$ cat src/sv/tmcw_pkg.sv
// Package with the shared constants, types and helper functions of the text console writer.
`default_nettype none

package tmcw_pkg;

  localparam int COLUMNS    = 80;
  localparam int ROWS       = 25;
  localparam int TAB_STEP   = 4;
  localparam int CELL_COUNT = ROWS * COLUMNS;

  localparam int ACT_W  = 2;
  localparam int CHAR_W = 8;
  localparam int ATTR_W = 8;
  localparam int ROW_W  = 5;
  localparam int COL_W  = 7;
  localparam int CELL_W = CHAR_W + ATTR_W;

  localparam int ADDR_W = $clog2(CELL_COUNT);
  localparam int COLX_W = $clog2(COLUMNS + TAB_STEP + 1);
  localparam int ROWX_W = ROW_W + 1;

  localparam int F_CODE = ACT_W;
  localparam int F_ATTR = F_CODE + CHAR_W;
  localparam int F_ROW  = F_ATTR + ATTR_W;
  localparam int F_COL  = F_ROW + ROW_W;
  localparam int IN_BITS    = F_COL + COL_W;
  localparam int IN_DATA_W  = ((IN_BITS + 7) / 8) * 8;
  localparam int OUT_BITS   = CELL_W + COL_W + ROW_W + 1;
  localparam int OUT_DATA_W = ((OUT_BITS + 7) / 8) * 8;

  localparam logic [CHAR_W-1:0] KEY_TAB     = 8'h09;
  localparam logic [CHAR_W-1:0] KEY_NEWLINE = 8'h0A;
  localparam logic [CHAR_W-1:0] KEY_RETURN  = 8'h0D;
  localparam logic [CHAR_W-1:0] KEY_ESCAPE  = 8'h1B;
  localparam logic [CHAR_W-1:0] PRINT_LOW   = 8'h20;
  localparam logic [CHAR_W-1:0] PRINT_HIGH  = 8'h7E;
  localparam logic [CHAR_W-1:0] DIGIT_ZERO  = 8'h30;
  localparam logic [ATTR_W-1:0] ESC_MASK    = 8'h07;
  localparam logic [ATTR_W-1:0] ATTR_RESET  = 8'h07;

  typedef enum logic [ACT_W-1:0] {
    ACT_PUT  = 2'd0,
    ACT_ATTR = 2'd1,
    ACT_READ = 2'd2,
    ACT_NONE = 2'd3
  } action_t;

  typedef struct packed {
    logic accept;
    logic clr_step;
    logic out_load;
  } ctrl_cmd_t;

  typedef struct packed {
    logic scroll;
    logic clr_last;
    logic out_free;
  } dp_status_t;

  // Maps a screen row to its storage row, given the row that is currently on top.
  function automatic logic [ROW_W-1:0] phys_row(input logic [ROW_W-1:0] lrow,
                                                input logic [ROW_W-1:0] base);
    logic [ROWX_W-1:0] sum;
    sum = {1'b0, lrow} + {1'b0, base};
    if (sum >= ROWX_W'(ROWS)) begin
      sum = sum - ROWX_W'(ROWS);
    end
    return sum[ROW_W-1:0];
  endfunction

  function automatic logic [ADDR_W-1:0] cell_addr(input logic [ROW_W-1:0] row,
                                                  input logic [COL_W-1:0] col);
    return ADDR_W'(row) * ADDR_W'(COLUMNS) + ADDR_W'(col);
  endfunction

endpackage

`default_nettype wire

$ cat src/sv/tmcw_ctrl.sv
// Controller state machine that sequences clearing, item handling and result delivery.
`default_nettype none

module tmcw_ctrl import tmcw_pkg::*; (
  input  wire logic       clk,
  input  wire logic       rst_n,
  input  wire logic       in_tvalid,
  output logic            in_tready,
  input  wire dp_status_t status,
  output ctrl_cmd_t       cmd
);

  typedef enum logic [1:0] {
    S_CLEAR,
    S_IDLE,
    S_SCROLL,
    S_FINISH
  } state_t;

  state_t state_r, state_nxt;
  logic   rdy_r, rdy_nxt;

  always_comb begin
    cmd.accept   = rdy_r && in_tvalid;
    cmd.clr_step = (state_r == S_CLEAR) || (state_r == S_SCROLL);
    cmd.out_load = (state_r == S_FINISH) && status.out_free;
    state_nxt    = state_r;
    case (state_r)
      S_CLEAR: begin
        if (status.clr_last) state_nxt = S_IDLE;
      end
      S_IDLE: begin
        if (cmd.accept) state_nxt = status.scroll ? S_SCROLL : S_FINISH;
      end
      S_SCROLL: begin
        if (status.clr_last) state_nxt = S_FINISH;
      end
      S_FINISH: begin
        if (status.out_free) state_nxt = S_IDLE;
      end
      default: begin
        state_nxt = S_IDLE;
      end
    endcase
    rdy_nxt = (state_nxt == S_IDLE);
  end

  always_ff @(posedge clk) begin
    if (!rst_n) begin
      state_r <= S_CLEAR;
      rdy_r   <= 1'b0;
    end else begin
      state_r <= state_nxt;
      rdy_r   <= rdy_nxt;
    end
  end

  assign in_tready = rdy_r;

  a_one_item: assert property (@(posedge clk) disable iff (!rst_n)
    (in_tvalid && in_tready) |=> !in_tready)
    else $error("a second transaction was taken while one was in progress");

  a_ready_after_load: assert property (@(posedge clk) disable iff (!rst_n)
    cmd.out_load |=> in_tready)
    else $error("the controller did not return to ready after a result");

  a_clear_ends: assert property (@(posedge clk) disable iff (!rst_n)
    (state_r == S_CLEAR && status.clr_last) |=> (in_tready && !cmd.clr_step))
    else $error("the reset clearing pass did not end on its last cell");

endmodule

`default_nettype wire

$ cat config.mk
export PLATFORM = sky130hd
export DESIGN_NAME = tmcw_ctrl
export DESIGN_NICKNAME = d
export VERILOG_FILES = /design/src/sv/tmcw_pkg.sv /design/src/sv/tmcw_ctrl.sv
export SDC_FILE = /design/constraint.sdc
export NUM_CORES = 1
export LEC_CHECK = 0
export ABC_AREA = 1
export CAP_MARGIN = 20
export CORE_AREA = 4 4 41 43
export DETAILED_ROUTE_END_ITERATION = 8
export DIE_AREA = 0 0 45 47
export DONT_BUFFER_PORTS = 1
export HOLD_SLACK_MARGIN = 0.06
export PLACE_DENSITY_LB_ADDON = 0.08
export SLEW_MARGIN = 25
export SYNTH_ARGS = -nofsm -noshare
export SYNTH_HDL_FRONTEND = slang
export SYNTH_SLANG_ARGS = --single-unit
$ cat constraint.sdc
create_clock -name clk -period 0.9 [get_ports clk]
set_clock_uncertainty 0.2 [all_clocks]
set_input_delay 0.045 -clock clk [delete_from_list [all_inputs] [get_ports clk]]
set_output_delay 0.045 -clock clk [all_outputs]
set_load 0.05 [all_outputs]
==> results of run 1 <==
## final cells by class
type	instances	area, um2
fillers	152	945
multi-input cells	16	110
repair buffers	9	101
flip-flops and latches	3	71.3
inverters	6	28.8
clock buffers	4	26.3
well taps	15	18.8
## flip-flops by register name (all words and copies together) (netlist names)
| register | flops |
|---|---|
| state_r | 2 |
| in_tready | 1 |
## cell usage in the layout, fill, tap and decap left out
| master | Yosys | layout |
|---|---|---|
| buf_6 | 0 | 1 |
| inv_2 | 0 | 2 |
| nor2_2 | 0 | 2 |
| clkbuf_1 | 0 | 1 |
| a21o_2 | 1 | 1 |
| clkbuf_4 | 0 | 3 |
| o21ai_2 | 0 | 1 |
| buf_4 | 0 | 4 |
| nand2_2 | 0 | 3 |
| inv_1 | 6 | 2 |
| dlygate4sd3_1 | 0 | 1 |
| nand3_4 | 0 | 2 |
| buf_12 | 0 | 1 |
| dfxtp_4 | 0 | 3 |
| inv_4 | 0 | 1 |
| clkinvlp_4 | 0 | 1 |
| buf_8 | 0 | 2 |
| nand2_1 | 7 | 4 |
| nor2_1 | 5 | 3 |
## layer usage
layer | wire length [um] | vias up
met3 | 51 | 0
met2 | 289 | 5
met1 | 168 | 86
met5 | 0 | -
met4 | 0 | 0
li1 | - | 98
## power by group through the flow
stage / Sequential, mW / Combinational [mW] / Clock, mW
finish: 0.156 / 0.146 / 0.229
global route: 0.158 / 0.154 / 0.251
CTS: 0.156 / 0.122 / 0.247
detailed placement: 0.156 / 0.0924 / 0
global placement: 0.156 / 0.0931 / 0
floorplan: 0.168 / 0.0489 / 0
## worst max-delay path, cell delays in order (launching register included)
cell,delay (ns)
dfxtp_4,0.35
nand3_4,0.09
clkinvlp_4,0.24
## final timing paths
kind	endpoint	start	slack, ns
min	state_r[0]$_SDFF_PN0_	in_tvalid	-0.19
max reg2reg	in_tready$_SDFF_PN0_	state_r[0]$_SDFF_PN0_	-0.17
max	cmd[0]	state_r[0]$_SDFF_PN0_	-0.26
min reg2reg	state_r[1]$_SDFF_PN0_	state_r[1]$_SDFF_PN0_	0.40
## cell families after synthesis
| logic type | count (synthesis) | synth area share (%) |
|---|---|---|
| buf+inv | 6 | 14.9 |
| flops | 3 | 39.7 |
| simple gates | 14 | 36.4 |
| compound gates | 2 | 9.09 |
## what timing repair did
item	in CTS	in global routing
endpoints found under the hold margin	3	3
pin swaps	3	2
resized for setup	9	12
buffers inserted	3	2
endpoints found under the setup margin	7	7
==> flow_summary.toml, run 1 <==
[sta]
max_freq_mhz = 862
setup_ws_ns = -0.260
slew_viol_final = 0
slew_headroom_pct = 83.1
period_needed_ns = 1.16
hold_viol = 3
fin_crit_sh_pct = 129
grt_setup_unrepaired = "yes"
holdWs_ns = -0.190
worst_slew_pin_slew_ns = 0.253
setup_viol = 7
setup_tns_ns = -1.20

[yosys]
synthesis.nets = 31
synth-async-reset-ratio_pct = 0
yosysMostFrequentCell = "nand2_1"
syn_area_um2 = 151
synth_top_cell_area_share_pct = 39.7
ys_ff_latch = 3
synthTopCellsByCount = "nand2_1, inv_1, nor2_1"
ys.flop_type = "dfxtp_1"
ys_seq_area_share_pct = 39.7
syn_area_per_cell_um2 = 6.06
synth_warnings = 0
synth_cells = 25
synth_edf_count = 0
yosys-top-cells-area = "dfxtp_1, nand2_1, inv_1, nor2_1, nand3_1"
synth_cell_types = 7
synth_top_area_cell = "dfxtp_1"

[clocking]
cts_tree = "built"
cts.sinks = 3
cts_max_path_buffers = 2
root_buffer = "clkbuf_4"
clk_latency_ns = 0.23
numCtsBuffers = 3
cts.clk_slew.worst_paths_ns = 0.03
cts_hold_buf = 1
h-tree-depth = 1

[layout]
area.growth.synth_to_final_pct = 136
stdcell_count = 53
num_antenna_cells = 0
drive_gt1_share_pct = 71.1
final_nets = 45
final_util_pct = 27.4
design_area_um2 = 357

[global_route]
grt_overflow = 0
grt.total_usage_pct = 5.13
antenna_found_initial = 0
grt_pass1_wl_um = 683
grt_use_met3_pct = 3.83
grtUsageMet1_pct = 4.30
gr-usage-met2_pct = 6.78
grt_start_max_net_pins = 5
grt_pass1_vias = 183
top_usage_layer = "met4"

[place]
port_buffers = 0
dp_cells = 43
preCtsSetupSlack_ns = -0.158
place_area_um2 = 219
place_congestion = 0.634

[power]
clockPowerShare_pct = 43.2
totalPowerFinal_mw = 0.531
p_seq_share_pct = 29.4
p_leak_nw = 0.164
ir_worst_vdd_mv = 0.584
cellPowerDensity_mw_per_mm2 = 1490
combPwrFrac_pct = 27.4
power.switching_mw = 0.155
switching_share_pct = 29.1
p_int_mw = 0.376

[hold_path]
hold_path_depth = 3
min_path_type = "in -> reg"

[run_status]
status = "finished, violations left"
failed_checks = "hold timing, setup timing"

[floorplan]
initial_core_util_pct = 11.6
fp.dieW_um = 45
ios = 10
core_area_mm2 = 0.00130
fp-row-count = 13
die-area_mm2 = 0.00212
die-height_um = 47

[detailed_routing]
wl_per_cell_um = 9.60
avgViaCountPerCell = 3.57
totalWireLength_um = 509
drc = 0
vias = 189
first_iter_violations = 0
ant_nets = 0
firstDrtPassIters = 1

[setup_path]
cp-start-kind = "register"
crit_arrival_ns = 0.91
cp.required_ns = 0.65
critPathKind = "reg -> out"
path_max_fanout = 4
crit_path_end_kind = "output pin"
rr_worst_depth = 5

[run]
cap_violations = 0
(Power assumes the default switching activity.)
==> inputs of run 2 (changes only) <==
- ABC_AREA: 1 -> unset
==> run 2 against run 1 <==
The run still ends with hold timing, setup timing left; sequential share of layout area down 0.36 points; register-to-register slack got worse by 0.09 ns; combinational power hardly changed; area after synthesis is 6.6% higher; global-route usage is 1.1 points higher; maximum frequency fell by 3.4%.
==> flow_summary.toml, run 2 <==
[run_status]
status = "finished, violations left"
failed_checks = "hold timing, setup timing"

[layout]
design_area_um2 = 350
mostFrequentLayoutCell = "buf_6"
drive_gt1_share_pct = 67.7
final_cell_mix = "buf_6, clkbuf_4, dlygate4sd3_1"
area.growth.synth_to_final_pct = 117
num_antenna_cells = 0
largest_reg_flops = 2
final_nets = 38
fillers = 151
regMostFlops = "state_r"

[yosys]
synth_edf_count = 0
yosys-top-cells-area = "dfxtp_1, o41ai_2, a311oi_2, and3_4, inv_1"
synth_warnings = 0
synthTopCellsByCount = "dfxtp_1, inv_1"
synth-async-reset-ratio_pct = 0
ys_seq_area_share_pct = 37.2
syn_area_um2 = 161
synth_cells = 16
synth_top_cell_area_share_pct = 37.2
synth_top_area_cell = "dfxtp_1"
syn_area_per_cell_um2 = 10.1
synth_cell_types = 12
ys.flop_type = "dfxtp_1"
ys_ff_latch = 3
synthesis.nets = 22

[floorplan]
ios = 10
core_area_mm2 = 0.00130
die-height_um = 47
initial_core_util_pct = 12.4
fp-row-count = 13
fp.dieW_um = 45
die-area_mm2 = 0.00212

[global_route]
grt_pass1_vias = 179
antenna_found_initial = 0
grt_overflow = 0
grt_start_max_net_pins = 7
grt.total_usage_pct = 6.23
grt_pass1_wl_um = 772

[clocking]
cts_tree = "built"
cts.clk_slew.worst_paths_ns = 0.04
h-tree-depth = 1
cts_max_path_buffers = 2
root_buffer = "clkbuf_4"
numCtsBuffers = 3
cts.sinks = 3
cts_hold_buf = 4
clk_latency_ns = 0.23

[run]
cap_violations = 0

[sta]
holdWs_ns = -0.104
max_freq_mhz = 833
period_needed_ns = 1.20
hold_viol = 2
worst_slew_pin_slew_ns = 0.245
setup_tns_ns = -1.42
grt_setup_unrepaired = "yes"
fin_crit_sh_pct = 133
setup_viol = 7
slew_headroom_pct = 83.5
setup_ws_ns = -0.300
slew_viol_final = 0

[power]
totalPowerFinal_mw = 0.535
combPwrFrac_pct = 27.5
p_seq_share_pct = 28.6
switching_share_pct = 27.8
cellPowerDensity_mw_per_mm2 = 1530
p_int_mw = 0.386
p_leak_nw = 0.151
clockPowerShare_pct = 43.8
ir_worst_vdd_mv = 0.429
power.switching_mw = 0.148

[detailed_routing]
totalWireLength_um = 470
firstDrtPassIters = 2
highest_layer = "met4"
wl_met2_um = 205
first_iter_violations = 1
ant_nets = 0
wl_met3_um = 34
wl_met1_um = 203
wl_per_cell_um = 10.2
avgViaCountPerCell = 4.09
vias = 188
drc = 0

[setup_path]
crit_arrival_ns = 0.95
crit_path_cell_trace = "buf_6 > and3_4"
r2r_start = "state_r[0]$_SDFF_PN0_"
max_stage_delay_ns = 0.35
path_buf_inv = 1
crit_path_end_kind = "output pin"
cp-startpoint = "state_r[0]$_SDFF_PN0_"
crit_path_top_delay_cell = "dfxtp_4"
critPathKind = "reg -> out"
critPathTopFamily = "flip-flops"
path_max_fanout = 4
cp-start-kind = "register"
cp.required_ns = 0.65

[place]
preCtsSetupSlack_ns = -0.148
place_area_um2 = 240
port_buffers = 0
dp_hpwl_um = 351
place_congestion = 0.653

[hold_path]
min_from = "status[1]"
min_path_type = "in -> reg"
[run 2: changes by cell type after synthesis, moves of 2 or more]
| cell | before | now |
|---|---|---|
| inv_1 | 6 | 3 |
| nor2_1 | 5 | 1 |
| nand2_1 | 7 | 0 |
| nand3_1 | 2 | 0 |
[run 2: per-stage QoR]
| step | util, % | instances |
|---|---|---|
| global placement | 18.5 | 36 |
| finish | 26.9 | 46 |
| floorplan | - | 16 |
| detailed placement | 18.5 | 36 |
| global route | 26.9 | 46 |
| CTS | 25.5 | 45 |
[run 2: path summary, 6_finish.rpt]
kind | to | slack [ns] | cells after the start
hold reg to reg | in_tready$_SDFF_PN0_ | 0.30 | 1
hold / removal | state_r[0]$_SDFF_PN0_ | -0.10 | 2
setup reg to reg | state_r[1]$_SDFF_PN0_ | -0.26 | 4
setup / recovery | cmd[0] | -0.30 | 2
[run 2: cell families after synthesis]
family / count (synthesis) / share of synthesized area, %
DFF: 3 / 37.2
and+or+nand+nor: 6 / 27.1
AOI/OAI and AO/OA: 4 / 28.7
buffers and inverters: 3 / 6.98
[run 2: area by class of cell]
| type | instances | area (um2) | area share [%] |
|---|---|---|---|
| timing repair buffer | 11 | 123 | 35.0 |
| multi-input combinational | 10 | 100 | 28.6 |
| sequential | 3 | 68.8 | 19.6 |
| clock buffer | 4 | 26.3 | 7.50 |
| tap | 15 | 18.8 | 5.36 |
| inverter | 3 | 13.8 | 3.93 |
[run 2: power groups by stage]
stage | logic, mW | registers, mW | clock network [mW]
floorplan | 0.0471 | 0.168 | 0
global placement | 0.104 | 0.154 | 0
detailed placement | 0.103 | 0.154 | 0
CTS | 0.136 | 0.154 | 0.248
global route | 0.156 | 0.154 | 0.263
finish | 0.147 | 0.153 | 0.234
[run 2: repair_timing]
action	CTS	global route
endpoints found under the hold margin	3	2
endpoints found under the setup margin	7	7
pin swaps	2	2
buffers inserted	1	1
gates resized for setup	7	4
[run 2: metal layers]
metal	up-vias	global-route usage, %
li1	91	-
met1	87	5.87
met2	8	7.34
met3	2	3.45
met4	0	10.5
met5	-	0
==> inputs of run 3 (changes only) <==
- CORE_AREA: 4 4 41 43 -> 2 2 39 41
- DIE_AREA: 0 0 45 47 -> 0 0 41 43
==> run 3 against run 2 <==
The flow still finishes with violations (hold timing, setup timing); register-to-register slack improved by 0.05 ns; cell area is 1.8% lower; core utilization fell by 2.1 points; clock power fell by 3%; global-route usage is essentially flat; sequential cell count is the same; sequential share of layout area decreased by 0.37 points; die area is 17% lower; sequential power hardly changed.
==> flow_summary.toml, run 3 (synthesis results as in run 2) <==
[sta]
period_needed_ns = 1.18
fin_crit_sh_pct = 131
worst_slew_pin_slew_ns = 0.221
max_freq_mhz = 848
setup_viol = 7
slew_viol_final = 0
slew_headroom_pct = 85.1
setup_ws_ns = -0.279
hold_viol = 2
setup_tns_ns = -1.48
holdWs_ns = -0.262
grt_setup_unrepaired = "yes"

[floorplan]
core_area_mm2 = 0.00138
die-area_mm2 = 0.00176
initial_core_util_pct = 11.7
ios = 10
die-height_um = 43
fp.dieW_um = 41
fp-row-count = 14

[setup_path]
crit_path_end_kind = "output pin"
cp-startpoint = "state_r[0]$_SDFF_PN0_"
crit_arrival_ns = 0.93
r2r_start = "state_r[0]$_SDFF_PN0_"
cp.required_ns = 0.65
critPathKind = "reg -> out"
path_max_fanout = 3
cp-start-kind = "register"

[run_status]
status = "finished, violations left"
failed_checks = "hold timing, setup timing"

[global_route]
grt_start_max_net_pins = 7
grt.total_usage_pct = 6.22
grt_pass1_wl_um = 710
grtUsageMet1_pct = 8.33
antenna_found_initial = 0
top_usage_layer = "met1"
grt_use_met3_pct = 1.57
gr-usage-met2_pct = 7.50
grt_overflow = 0
grt_pass1_vias = 178

[clocking]
root_buffer = "clkbuf_4"
numCtsBuffers = 3
cts_tree = "built"
h-tree-depth = 1
cts.clk_slew.worst_paths_ns = 0.04
clk_latency_ns = 0.23
cts_hold_buf = 3
cts_max_path_buffers = 2
cts.sinks = 3

[layout]
final_nets = 38
drive_gt1_share_pct = 71.0
mostFrequentLayoutCell = "buf_4"
regMostFlops = "state_r"
num_antenna_cells = 0
largest_reg_flops = 2
area.growth.synth_to_final_pct = 113
final_cell_mix = "buf_4, clkbuf_4, dlygate4sd3_1"

[power]
ir_worst_vdd_mv = 0.462
power.switching_mw = 0.142
clockPowerShare_pct = 43.0
combPwrFrac_pct = 28.3
cellPowerDensity_mw_per_mm2 = 1540
p_seq_share_pct = 28.7
switching_share_pct = 26.8
p_leak_nw = 0.143
p_int_mw = 0.388

[place]
place_congestion = 0.660
port_buffers = 0

[detailed_routing]
totalWireLength_um = 441
avgViaCountPerCell = 3.83
firstDrtPassIters = 3
ant_nets = 0
first_iter_violations = 1
wl_per_cell_um = 9.38
vias = 180
drc = 0

[hold_path]
min_path_type = "in -> reg"
min_from = "status[2]"

[run]
cap_violations = 0
[run 3: area by class of cell]
type	count	area, um2
fill	150	1040
multi-input combinational	10	100
timing repair buffer	11	118
clock buffer	4	26.3
tap	16	20.0
inverter	3	13.8
sequential	3	66.3
[run 3: timing repair]
item	in CTS	in global routing
gates resized for setup	6	3
cloned	0	0
pin swaps	2	0
buffers inserted	3	0
endpoints found under the setup margin	7	7
hold endpoints to repair	3	2
[run 3: through the flow]
stage | area, um2 | util, % | power [mW] | setup slack [ns] | cells
detailed placement | 241 | 17.5 | 0.258 | -0.133 | 37
CTS | 334 | 24.1 | 0.537 | -0.287 | 47
global placement | 241 | 17.5 | 0.258 | -0.134 | 37
floorplan | 171 | - | 0.215 | -0.165 | 16
finish | 344 | 24.9 | 0.530 | -0.279 | 47
global route | 344 | 24.9 | 0.562 | -0.303 | 47
[run 3: final timing paths]
check                          end  slack [ns]  cells after the start
max reg2reg  state_r[1]$_SDFF_PN0_       -0.21                      4
min reg2reg   in_tready$_SDFF_PN0_        0.29                      1
max                         cmd[0]       -0.28                      2
min          state_r[0]$_SDFF_PN0_       -0.26                      1
[run 3: power groups by stage]
stage	Combinational [mW]	Sequential (mW)	Clock, mW
4_1_cts	0.143	0.152	0.241
3_3_place_gp	0.105	0.153	0
5_1_grt	0.158	0.154	0.251
3_5_place_dp	0.105	0.153	0
2_1_floorplan	0.0471	0.168	0
6_report	0.150	0.152	0.228
[run 3: worst max-delay path: stages, from the launching register on]
cell	delay, ns
dfxtp_2	0.34
buf_6	0.10
and3_4	0.27
[run 3: layer usage]
metal	part of all wire, %	up-vias
met1	43	87
met3	5.2	0
li1	-	88
met5	0	-
met2	51	5
met4	0	0
